**src/hw/rtl/ttrc_pkg.sv**
```systemverilog
// Package for the three-term recurrence checksum block.
// Holds the recurrence constants and the modulo-65535 fold functions.
// No dependencies.
`default_nettype none

package ttrc_pkg;

    // Index multipliers for the alpha and beta coefficients
    localparam logic [7:0]  ALPHA_MULT  = 8'd17;
    localparam logic [7:0]  BETA_MULT   = 8'd31;

    // Seed values for the first byte of a message
    localparam logic [8:0]  SEED_OFFSET = 9'd7;
    localparam logic [15:0] SEED_PREV   = 16'd1;
    localparam logic [7:0]  SEED_INDEX  = 8'd1;

    // Fold modulus; a reduced term never takes this value
    localparam logic [15:0] FOLD_MOD    = 16'hFFFF;

    // Reduce a 17-bit value below 66047 modulo 65535
    function automatic logic [15:0] fold_mod17(input logic [16:0] val);
        logic [15:0] sum;
        sum = 16'(val[16]) + val[15:0];
        return (sum == FOLD_MOD) ? 16'd0 : sum;
    endfunction

    // Reduce a 25-bit value modulo 65535 (2^16 is congruent to 1)
    function automatic logic [15:0] fold_mod25(input logic [24:0] val);
        logic [16:0] sum;
        sum = 17'(val[24:16]) + 17'(val[15:0]);
        return fold_mod17(sum);
    endfunction

endpackage : ttrc_pkg

`default_nettype wire

```
**src/hw/rtl/ttrc_step.sv**
```systemverilog
// One continuation step of the recurrence: next term from byte, index and
// the two previous terms, reduced modulo 65535. Uses ttrc_pkg.
`default_nettype none

module ttrc_step
    import ttrc_pkg::*;
(
    input  wire logic [7:0]  data_byte,
    input  wire logic [7:0]  byte_index,
    input  wire logic [15:0] cur_term,
    input  wire logic [15:0] prev_term,
    output logic      [15:0] next_term
);

    logic [15:0] alpha_prod;
    logic [15:0] beta_prod;
    logic [8:0]  factor;
    logic [24:0] prod;
    logic [24:0] sub;
    logic        neg;
    logic [24:0] mag;
    logic [15:0] mag_mod;
    logic [16:0] neg_sum;

    // Coefficients: keep the low byte of index times constant
    assign alpha_prod = 16'(byte_index) * 16'(ALPHA_MULT);
    assign beta_prod  = 16'(byte_index) * 16'(BETA_MULT);
    assign factor     = 9'(data_byte) + 9'(alpha_prod[7:0]);

    // Two narrow products
    assign prod = 25'(factor) * 25'(cur_term);
    assign sub  = 25'(beta_prod[7:0]) * 25'(prev_term);

    // Difference magnitude and its residue
    assign neg     = (prod < sub);
    assign mag     = neg ? (sub - prod) : (prod - sub);
    assign mag_mod = fold_mod25(mag);

    // A wrapped 64-bit difference folds to (1 - residue) mod 65535
    assign neg_sum   = 17'h10000 - 17'(mag_mod);
    assign next_term = neg ? fold_mod17(neg_sum) : mag_mod;

endmodule : ttrc_step

`default_nettype wire

```
**src/hw/rtl/three_term_recurrence_checksum_top.sv**
```systemverilog
// Three-term recurrence checksum: an accepted last byte leaving the input
// register loads the checksum into the output register; throughput one byte per
// cycle while the input is not stalled, since the recurrence update (two narrow
// multiplies and a fold) is combinational. The output register frees the input
// side unless it holds an untaken checksum and another last byte waits behind it.
// Asynchronous active-low reset empties both registers and starts a new message.
`default_nettype none

module three_term_recurrence_checksum_top
    import ttrc_pkg::*;
(
    input  wire logic        clk,
    input  wire logic        rst_n,
    input  wire logic        in_valid,
    output logic             in_stall,
    input  wire logic [7:0]  data_byte,
    input  wire logic        last_byte,
    output logic             out_valid,
    input  wire logic        out_stall,
    output logic      [15:0] checksum
);

    logic        in_valid_reg,  in_valid_next;
    logic [7:0]  in_byte_reg;
    logic        in_last_reg;
    logic        out_valid_reg, out_valid_next;
    logic [15:0] checksum_reg;
    logic [15:0] prev_term_reg, prev_term_next;
    logic [15:0] cur_term_reg,  cur_term_next;
    logic [7:0]  byte_index_reg, byte_index_next;
    logic        in_message_reg, in_message_next;
    logic        in_fire;
    logic        advance;
    logic [15:0] step_term;

    // Move the held beat on unless it is a last byte facing a full, stalled output
    assign advance  = in_valid_reg && (!in_last_reg || !out_valid_reg || !out_stall);
    assign in_stall = in_valid_reg && !advance;
    assign in_fire  = in_valid && !in_stall;

    ttrc_step u_step (
        .data_byte  (in_byte_reg),
        .byte_index (byte_index_reg),
        .cur_term   (cur_term_reg),
        .prev_term  (prev_term_reg),
        .next_term  (step_term)
    );

    // Recurrence state update
    always_comb
    begin
        prev_term_next  = prev_term_reg;
        cur_term_next   = cur_term_reg;
        byte_index_next = byte_index_reg;
        in_message_next = in_message_reg;
        if (advance)
        begin
            if (!in_message_reg)
            begin
                prev_term_next  = SEED_PREV;
                cur_term_next   = 16'(9'(in_byte_reg) + SEED_OFFSET);
                byte_index_next = SEED_INDEX;
            end
            else
            begin
                prev_term_next  = cur_term_reg;
                cur_term_next   = step_term;
                byte_index_next = byte_index_reg + 8'd1;
            end
            in_message_next = !in_last_reg;
        end
    end

    // Input and output valid flags
    always_comb
    begin
        in_valid_next = in_valid_reg;
        if (in_fire)
            in_valid_next = 1'b1;
        else if (advance)
            in_valid_next = 1'b0;

        out_valid_next = out_valid_reg;
        if (advance && in_last_reg)
            out_valid_next = 1'b1;
        else if (out_valid_reg && !out_stall)
            out_valid_next = 1'b0;
    end

    // Control registers
    always_ff @(posedge clk or negedge rst_n)
    begin
        if (!rst_n)
        begin
            in_valid_reg   <= 1'b0;
            out_valid_reg  <= 1'b0;
            prev_term_reg  <= 16'd0;
            cur_term_reg   <= 16'd0;
            byte_index_reg <= 8'd0;
            in_message_reg <= 1'b0;
        end
        else
        begin
            in_valid_reg   <= in_valid_next;
            out_valid_reg  <= out_valid_next;
            prev_term_reg  <= prev_term_next;
            cur_term_reg   <= cur_term_next;
            byte_index_reg <= byte_index_next;
            in_message_reg <= in_message_next;
        end
    end

    // Payload registers: capture the beat, load the checksum on a last byte
    always_ff @(posedge clk)
    begin
        if (in_fire)
        begin
            in_byte_reg <= data_byte;
            in_last_reg <= last_byte;
        end
        if (advance && in_last_reg)
            checksum_reg <= cur_term_next;
    end

    assign out_valid = out_valid_reg;
    assign checksum  = checksum_reg;

    // A reduced term never equals the modulus
    a_checksum_reduced: assert property (@(posedge clk) disable iff (!rst_n)
        out_valid_reg |-> (checksum_reg != FOLD_MOD))
        else $error("checksum not reduced modulo 65535");

    a_term_reduced: assert property (@(posedge clk) disable iff (!rst_n)
        in_message_reg |-> (cur_term_reg != FOLD_MOD))
        else $error("current term not reduced modulo 65535");

    // Stall only with a last byte held behind a waiting checksum
    a_stall_cause: assert property (@(posedge clk) disable iff (!rst_n)
        in_stall |-> (in_valid_reg && in_last_reg && out_valid_reg && out_stall))
        else $error("input stalled without a blocked last byte");

    // A first byte that is not last seeds the index and opens a message
    a_seed: assert property (@(posedge clk) disable iff (!rst_n)
        (advance && !in_message_reg && !in_last_reg)
            |=> (in_message_reg && (byte_index_reg == SEED_INDEX)
                 && (prev_term_reg == SEED_PREV)))
        else $error("message seed not applied");

endmodule : three_term_recurrence_checksum_top

`default_nettype wire

```
**config.mk**
```make
export PLATFORM = sky130hd
export DESIGN_NAME = three_term_recurrence_checksum_top
export DESIGN_NICKNAME = d
export VERILOG_FILES = /design/src/hw/rtl/ttrc_pkg.sv /design/src/hw/rtl/ttrc_step.sv /design/src/hw/rtl/three_term_recurrence_checksum_top.sv
export SDC_FILE = /design/constraint.sdc
export NUM_CORES = 1
export LEC_CHECK = 0
export BUFFER_PORTS_ARGS = -buffer_cell sky130_fd_sc_hd__buf_2
export CAP_MARGIN = 15
export CELL_PAD_IN_SITES_DETAIL_PLACEMENT = 1
export CELL_PAD_IN_SITES_GLOBAL_PLACEMENT = 2
export CORE_UTILIZATION = 41
export DETAILED_ROUTE_END_ITERATION = 6
export GPL_TIMING_DRIVEN = 1
export PLACE_DENSITY_LB_ADDON = 0.1
export SYNTH_ARGS = -nofsm -noshare
export SYNTH_HDL_FRONTEND = slang
export SYNTH_HIERARCHICAL = 1
export SYNTH_SLANG_ARGS = --single-unit
```
**constraint.sdc**
```tcl
create_clock -name clk -period 23.2 [get_ports clk]
set_input_delay 4.64 -clock clk [delete_from_list [all_inputs] [get_ports clk]]
set_output_delay 4.64 -clock clk [all_outputs]
set_load 0.05 [all_outputs]
```
# After elaboration in Yosys (flattened, before gate mapping)
# Cells that the tools add are included.
# W data, S select, Z words.
# word_totals
reg_bits	68
inputBits	13
output_inout_bits	18
word_cells	51
# op_classes
addsub	9
multipliers	4
n_lt_le_gt_ge	1
n_eq_ne	2
mux	12
reduce_logical	14
# op_table
op	count
$mux W16	6
$add A1 B16 Y16	2
$eq A16 B16 Y1 const B	2
$lt A25 B24 Y1	1
$mul A9 B16 Y25	1
$mux W25	1
$sub A24 B25 Y25	1
$sub A25 B24 Y25	1
$mul A8 B16 Y24	1
$add A9 B16 Y17	1
$sub A17 B16 Y17 const A	1
$mul A8 B5 Y8 const B	2
$add A8 B3 Y9 const B	1
$add A8 B8 Y9	1
$add A8 B1 Y8 const B	1
$mux W8	1
$logic_and A1 B1 Y1	5
$logic_not A1 Y1	5
$mux W1	4
$reduce_bool A2 Y1	2
$logic_or A1 B1 Y1	2

# Longest topological paths before layout
# Gate-level depths: netlist of run 1.
# logic_depth
ltp_word	16
mapped_depth	86
mapped_depth_nobuf	82

# Hierarchy
# Netlist of run 1, hierarchy kept.
# by_module_without_submodules
module	n_inst	cells_each	area_each_um2	seq_area_each_um2
ttrc_step	1	1745	13628.1	0.0
three_term_recurrence_checksum_top	1	248	2755.1	1826.8

# Least setup slack after synthesis of run 1
# No wires, ideal clock.
# synth_timing
kind	flip-flop to flip-flop
startpoint	reg byte_index_reg[2]
endpoint	reg checksum_reg[7], in the netlist checksum[7], data pin
setup_ps	265
arrival_ps	16766
required_time_ps	22935
setup_slack_ps	6169
stages_incl_launch_ff	84
path_buffers	5
synth_period_minus_slack_ps	17031
cell_sequence	dfrtp_1 -> inv_1 -> fa_1 -> inv_1 -> fa_1 -> inv_1 -> fa_1 -> inv_1 -> ha_1 -> inv_1 -> o21bai_1 -> a21oi_1 -> xnor2_1 -> clkbuf_1 -> nand2_1 -> fa_1 -> fa_1 -> fa_1 -> (+48 left out) -> or4_1 -> buf_2 -> nand2_1 -> ha_1 -> ha_1 -> a21oi_1 -> xor2_1 -> nor3_1 -> a31oi_1 -> nor3_1 -> nand3_1 -> nor4_1 -> o2111a_1 -> o21ai_2 -> a31o_1 -> mux2i_1 -> nor3_1 -> a221o_1
# synth_between
elab_chain_len	16
word_cells_on_any_way	20
classes_between	7 x add/sub; 4 x mul; 1 x order compare; 2 x eq/ne; 6 x mux
# synth_lines
element	line	text
from (decl)	three_term_recurrence_checksum_top.sv:30	logic [7:0] byte_index_reg, byte_index_next;
from (signal assigned)	three_term_recurrence_checksum_top.sv:108	byte_index_reg <= byte_index_next;
$mul A8 B5 Y8	ttrc_step.sv:26	assign alpha_prod = 16'(byte_index) * 16'(ALPHA_MULT);
$add A8 B8 Y9	ttrc_step.sv:28	assign factor = 9'(data_byte) + 9'(alpha_prod[7:0]);
$mul A9 B16 Y25	ttrc_step.sv:31	assign prod = 25'(factor) * 25'(cur_term);
$sub A25 B24 Y25, or another cell as far along	ttrc_step.sv:36	assign mag = neg ? (sub - prod) : (prod - sub);
$mux W25	ttrc_step.sv:36	
$add A9 B16 Y17	ttrc_pkg.sv:30	sum = 17'(val[24:16]) + 17'(val[15:0]);
$add A1 B16 Y16	ttrc_pkg.sv:23	sum = 16'(val[16]) + val[15:0];
$eq A16 B16 Y1	ttrc_pkg.sv:24	return (sum == FOLD_MOD) ? 16'd0 : sum;
(+2 left out)	-	
$add A1 B16 Y16	ttrc_pkg.sv:23	
$eq A16 B16 Y1	ttrc_pkg.sv:24	
$mux W16	ttrc_pkg.sv:24	
$mux W16 *	ttrc_step.sv:41	assign next_term = neg ? fold_mod17(neg_sum) : mag_mod;
net step_term[7]	three_term_recurrence_checksum_top.sv:34	logic [15:0] step_term;
$mux W16 *	three_term_recurrence_checksum_top.sv:58	if (!in_message_reg)
$mux W16 *	three_term_recurrence_checksum_top.sv:56	if (advance)
net cur_term_next[7]	three_term_recurrence_checksum_top.sv:29	logic [15:0] cur_term_reg, cur_term_next;
to (signal assigned)	three_term_recurrence_checksum_top.sv:122	checksum_reg <= cur_term_next;
to (decl)	three_term_recurrence_checksum_top.sv:27	logic [15:0] checksum_reg;
# Mark *: on every way through the listed nets, which the timed path passes. The rest lies on a longest branch.
# A chain may end at the register's enable or synchronous reset.

# Worst setup path after layout of run 1
# Ends and elaborated chain as after synthesis.

==> flow_summary_export.csv, run 1 <==
group,metric,value,unit
status,status,"completed",
setup_path,worstSetupStartpointType,"flop",
sta,finalWorstPathRequiredPeriod,19.57,ns
placed_design,dp_hpwl,43590,microns
sta,skew,0.01456,ns
clock_network,ctsResizeCount,0,
clock_network,cts_max_level,3,
grt,grt_remaining_overflow,0,
min_path,hold_path.class,"flop to flop",
final_layout,final_area,17360,sq um
yosys,synth-compound-area-share,15.46,%
yosys,syn-num-nets,2378,
setup_path,worstPathMaxFanout,26,
setup_path,worstSetupPathType,"flop to flop",
run,maxCapViolCount,0,
floorplanning,rows,72,
drt,drt_iter0_markers,650,
drt,avgRoutedWirePerCell,21.07,microns
floorplanning,die_h,201.9,microns
placed_design,routabilityCongestion,0.8972,
sta,max_freq,0.05111,GHz
sta,slew_viol_final,0,
drt,routed_via_density,5.613,
yosys,synth_common_cells,"inv_1, nand2_1, fa_1",
sta,rsz0062_at_grt,"false",
sta,setup_slack,3.634,ns
yosys,synthXorXnorAreaFrac,6.094,%
final_layout,antenna_cells,0,
setup_path,crit_path_frequent_cell,"a21oi_1",
setup_path,crit-reg2reg-launch,"byte_index_reg[2]$_DFFE_PN0P_",
drt,ant_nets,0,
sta,slew_headroom,31.77,%
clock_network,cts_hold_buf,0,
setup_path,critPathMaxStageDelay,0.89,ns
setup_path,crit_path_end_kind,"flop",
grt,track_usage,26.52,%
setup_path,rr_endpoint,"checksum[7]$_DFFE_PP_",
yosys,syn-cell-area,16380,sq um
setup_path,endpoint,"checksum[7]$_DFFE_PP_",
yosys,synth-adder-area-share,37.48,%
yosys,avgSynthCellArea,8.220,sq um
yosys,synth.most_common_cell,"inv_1",
placed_design,numPortBuffers,30,
setup_path,ff2ff_path_depth,78,
drt,dr_total_vias,14050,
setup_path,required,23.28,ns
setup_path,r2r_setup_slack,3.63,ns
yosys,synth-seq-cells,68,
yosys,netlist_instances,1993,
sta,setup_violations,0,
setup_path,cp.arrival,19.65,ns
setup_path,critPathLaunch,"byte_index_reg[2]$_DFFE_PN0P_",
yosys,synthArstFlopShare,63.24,%
clock_network,clock_sinks,68,
yosys,ys_seq_area_share,11.15,%
setup_path,slowest_stage,"a2111o_1",
yosys,synth_edf_count,25,
yosys,synth_top_family_by_area,"adder cells",
floorplanning,die_area,40760,sq um
final_layout,drive_gt1_share,4.987,%
yosys,synthMuxAreaShare,0.4888,%
sta,finalSetupTns,0,ns
yosys,synth_top_area_share,24.19,%
grt,grt_pass1_wl,85130,microns
final_layout,nFillCells,4729,
yosys,synthSimpleGateAreaFrac,20.60,%
floorplanning,coreArea,39010,sq um
drt,routed_wl,52740,microns
yosys,yosysTopAreaCell,"fa_1",
floorplanning,initial_core_util,42.00,%
floorplanning,die_w,201.9,microns
grt,grt_pass1_vias,15176,
final_layout,nets,2365,
yosys,synth.area.top_cells,"fa_1, ha_1, inv_1, dfrtp_1, and2_1",
grt,grt_antenna_before_repair,0,
grt,grt_max_degree,50,
clock_network,clkLatencyLatePin,0.35,ns
placed_design,post-place-ws,3.784,ns
clock_network,clk_path_buf_depth,2,
clock_network,cts.clk_slew.worst_paths,0.06,ns
final_layout,syn2layout_area_growth,5.934,%
yosys,synth.distinct_cells,82,
drt,drc,0,
sta,tightest_slew,1.023,ns
placed_design,placed_cell_area,17060,sq um
yosys,ys_warn_count,6,
sta,final-hold-violation-count,0,
clock_network,numCtsBuffers,9,
yosys,ys.flop_type,"dfrtp_1",
clock_network,postCtsSetupBuffers,0,
clock_network,cts-root-buf,"clkbuf_16",
sta,min_period_over_period,84.34,%
floorplanning,ios,31,
clock_network,cts_tree,"built",
drt,dr.pass1.iters,5,
worst max-delay path, delay by kind of cell, from the launching register on:
kind,cells,cell delay [ns]
AO/OA/AOI/OAI,27,5.80
XOR/XNOR,5,0.99
adder cells (fa/ha/maj),14,5.86
buffers and inverters,8,0.78
flip-flops,1,0.57
multiplexers,1,0.15
AND/OR/NAND/NOR,23,5.10
cell type report:
class,count,area [sq um],area share [%]
clock buffers,10,229.0,1.319
clock inverters,6,65.06,0.3749
inverters,305,1145,6.597
multi-input cells,1549,13160,75.85
flip-flops and latches,68,1827,10.53
well taps,518,648.1,3.734
repair buffers,47,277.8,1.600
cells by family (layout without fill, tap and decap cells):
| group | count (synthesis) | after routing |
|---|---|---|
| DFF | 68 | 68 |
| adders and majority gates | 372 | 372 |
| AOI/OAI and AO/OA | 374 | 374 |
| xor gates and xnor gates | 114 | 114 |
| muxes | 8 | 8 |
| and+or+nand+nor | 681 | 681 |
| buffers and inverters | 376 | 368 |
cell usage in the layout (no fill, tap or decap), types with 17 or more instances in the layout:
cell type | Yosys | layout
xor2_1 | 35 | 35
a21o_1 | 52 | 52
ha_1 | 174 | 174
buf_2 | 12 | 30
nor2_1 | 75 | 75
fa_1 | 198 | 198
edfxtp_1 | 25 | 25
nand2_1 | 256 | 256
o21ai_0 | 51 | 51
and2_1 | 155 | 155
buf_4 | 1 | 17
o21bai_1 | 27 | 27
a21oi_1 | 110 | 110
nand3_1 | 59 | 59
xnor2_1 | 79 | 74
dfrtp_1 | 43 | 43
nor3_1 | 24 | 24
nand2b_1 | 18 | 18
inv_1 | 305 | 305
worst min path at each step:
| stage | startpoint | endpoint | slack (ns) | depth (start not counted) |
|---|---|---|---|---|
| after floorplan | prev_term_reg[13]$_DFFE_PN0P_ | prev_term_reg[13]$_DFFE_PN0P_ | 0.44 | 2 |
| after global placement | in_last_reg$_DFFE_PP_ | out_valid$_DFFE_PN0P_ | 0.53 | 1 |
| after detailed placement | in_last_reg$_DFFE_PP_ | out_valid$_DFFE_PN0P_ | 0.55 | 1 |
| after CTS | in_last_reg$_DFFE_PP_ | out_valid$_DFFE_PN0P_ | 0.56 | 1 |
| after global routing | in_last_reg$_DFFE_PP_ | out_valid$_DFFE_PN0P_ | 0.59 | 1 |
| final | in_last_reg$_DFFE_PP_ | out_valid$_DFFE_PN0P_ | 0.55 | 1 |
per-stage QoR:
stage | util [%] | std cells | hold slack, ns
CTS | 44.49 | 2503 | 0.5561
global placement | 43.74 | 2487 | 0.5276
detailed placement | 43.74 | 2487 | 0.5524
floorplan | - | 1993 | 0.4369
global route | 44.49 | 2503 | 0.5925
finish | 44.49 | 2503 | 0.5502
routing by layer:
layer / vias to the layer above / GRT usage [%] / wire length, microns / part of all wire (%)
met5: - / 0 / 0 / 0
met4: 0 / 6.196 / 1153 / 2.2
met3: 57 / 2.064 / 1418 / 2.7
met2: 229 / 46.32 / 26250 / 50
met1: 7238 / 35.49 / 23910 / 45
li1: 6526 / - / - / -
Power of run 1 is not shown: default switching activity piles up to over one toggle a cycle in this logic, so the estimate is an artifact.
==> run 2: changes to the inputs <==
CORE_UTILIZATION = 37   (was 41)
clock period = 16.95 ns   (was 23.2 ns; I/O delays follow)
==> flow_summary_export.csv, run 2 (synthesis results as in run 1) <==
group,metric,value,unit
setup_path,critPathMaxStageDelay,0.59,ns
drt,avgRoutedWirePerCell,20.72,microns
floorplanning,coreArea,43360,sq um
floorplanning,die_h,212.4,microns
placed_design,routabilityCongestion,0.9106,
sta,setup_violations,0,
final_layout,syn2layout_area_growth,13.56,%
sta,finalWorstPathRequiredPeriod,16.16,ns
final_layout,layout_common_cells,"inv_1, nand2_1, fa_1",
setup_path,crit_path_frequent_cell,"a21oi_2",
clock_network,cts_hold_buf,0,
floorplanning,ios,31,
floorplanning,die_area,45120,sq um
final_layout,layout_commonest_cell,"inv_1",
grt,grt_remaining_overflow,0,
setup_path,critPathLaunch,"byte_index_reg[0]$_DFFE_PN0P_",
drt,dr_total_vias,14399,
floorplanning,initial_core_util,37.78,%
grt,grt_max_degree,50,
setup_path,ff2ff_path_depth,78,
sta,fin_hold_ws,0.5586,ns
min_path,hold_path_depth,1,
sta,min_period_over_period,95.34,%
sta,skew,0.01996,ns
grt,grt_antenna_before_repair,1,
setup_path,crit-reg2reg-launch,"byte_index_reg[0]$_DFFE_PN0P_",
final_layout,nets,2479,
clock_network,clock_sinks,68,
setup_path,rr_endpoint,"checksum[7]$_DFFE_PP_",
setup_path,cp.arrival,16.25,ns
grt,grt_pass1_wl,86990,microns
final_layout,nFillCells,5314,
setup_path,worstSetupPathType,"flop to flop",
run,maxCapViolCount,0,
clock_network,clk_path_buf_depth,2,
grt,track_usage,25.19,%
min_path,hold_path.class,"flop to flop",
clock_network,numCtsBuffers,9,
setup_path,endpoint,"checksum[7]$_DFFE_PP_",
sta,final-hold-violation-count,0,
floorplanning,rows,76,
setup_path,worstSetupStartpointType,"flop",
clock_network,cts_max_level,3,
drt,dr.pass1.iters,5,
status,status,"completed",
final_layout,drive_gt1_share,12.91,%
sta,slew_headroom,28.56,%
clock_network,cts.clk_slew.worst_paths,0.07,ns
clock_network,cts-root-buf,"clkbuf_16",
final_layout,antenna_cells,0,
clock_network,cts_tree,"built",
setup_path,crit_path_end_kind,"flop",
drt,ant_nets,0,
floorplanning,die_w,212.4,microns
setup_path,required,17.04,ns
setup_path,r2r_setup_slack,0.79,ns
grt,grt_pass1_vias,15252,
drt,routed_wl,55610,microns
clock_network,clkLatencyLatePin,0.35,ns
sta,max_freq,0.06188,GHz
drt,routed_via_density,5.365,
sta,slew_viol_final,0,
sta,tightest_slew,1.068,ns
drt,drc,0,
placed_design,dp_hpwl,46100,microns
setup_path,worstPathMaxFanout,16,
setup_path,slowest_stage,"fa_1",
placed_design,numPortBuffers,30,
drt,drt_iter0_markers,571,
run 2: cell count changes in the layout (fill, tap and decap cells not counted), sizes merged:
cell and change:
inv +4, buf +114, clkinv -4, clkinvlp +1, clkbuf -1
run 2: cell type report:
type | count | area [sq um] | share of cell area, %
Inverter | 305 | 1145 | 6.154
Multi-Input combinational cell | 1549 | 13430 | 72.20
Clock inverter | 7 | 82.58 | 0.4439
Sequential cell | 68 | 1831 | 9.839
Clock buffer | 9 | 225.2 | 1.211
Timing Repair Buffer | 161 | 1157 | 6.221
Tap cell | 585 | 732.0 | 3.934
run 2: layer usage:
| metal | track usage, % | routed length (microns) | vias to the layer above |
|---|---|---|---|
| met4 | 6.053 | 1247 | 0 |
| met3 | 1.920 | 1506 | 52 |
| met1 | 34.70 | 26020 | 7383 |
| met2 | 42.68 | 26830 | 222 |
| li1 | - | - | 6742 |
| met5 | 0 | 0 | - |
run 2: per-stage QoR:
stage	setup slack [ns]	util, %	std cells	cell area, sq um	setup TNS [ns]
floorplan	0.01887	-	1993	16390	0
global placement	0.1144	41.18	2652	17860	0
detailed placement	-0.3306	41.18	2652	17860	-4.597
CTS	0.02601	42.06	2671	18240	0
global route	-0.09520	42.90	2684	18600	-0.2763
finish	0.7893	42.90	2684	18600	0
run 2: how the worst min path moves through the flow:
stage,from,endpoint
2_1_floorplan,prev_term_reg[13]$_DFFE_PN0P_,prev_term_reg[13]$_DFFE_PN0P_
3_3_place_gp,in_last_reg$_DFFE_PP_,out_valid$_DFFE_PN0P_
3_5_place_dp,in_last_reg$_DFFE_PP_,out_valid$_DFFE_PN0P_
4_1_cts,in_last_reg$_DFFE_PP_,out_valid$_DFFE_PN0P_
5_1_grt,in_last_reg$_DFFE_PP_,out_valid$_DFFE_PN0P_
6_report,in_last_reg$_DFFE_PP_,out_valid$_DFFE_PN0P_
run 2: critical path: cells and delay by family (launching register included):
family                   cells  cell delay [ns]
XOR/XNOR                     4             0.52
multiplexers                 1             0.12
flip-flops                   1             0.44
adder cells (fa/ha/maj)     14             5.51
buffers and inverters        7             0.65
AO/OA/AOI/OAI               26             4.01
AND/OR/NAND/NOR             26             4.61
run 2: repair_timing:
action / CTS / global route
pin swaps: 1 / 34
buffers inserted: 3 / 13
resized for setup: 11 / 61
endpoints found under the setup margin: 32 / 32
Power of run 2 is left out for the same reason.
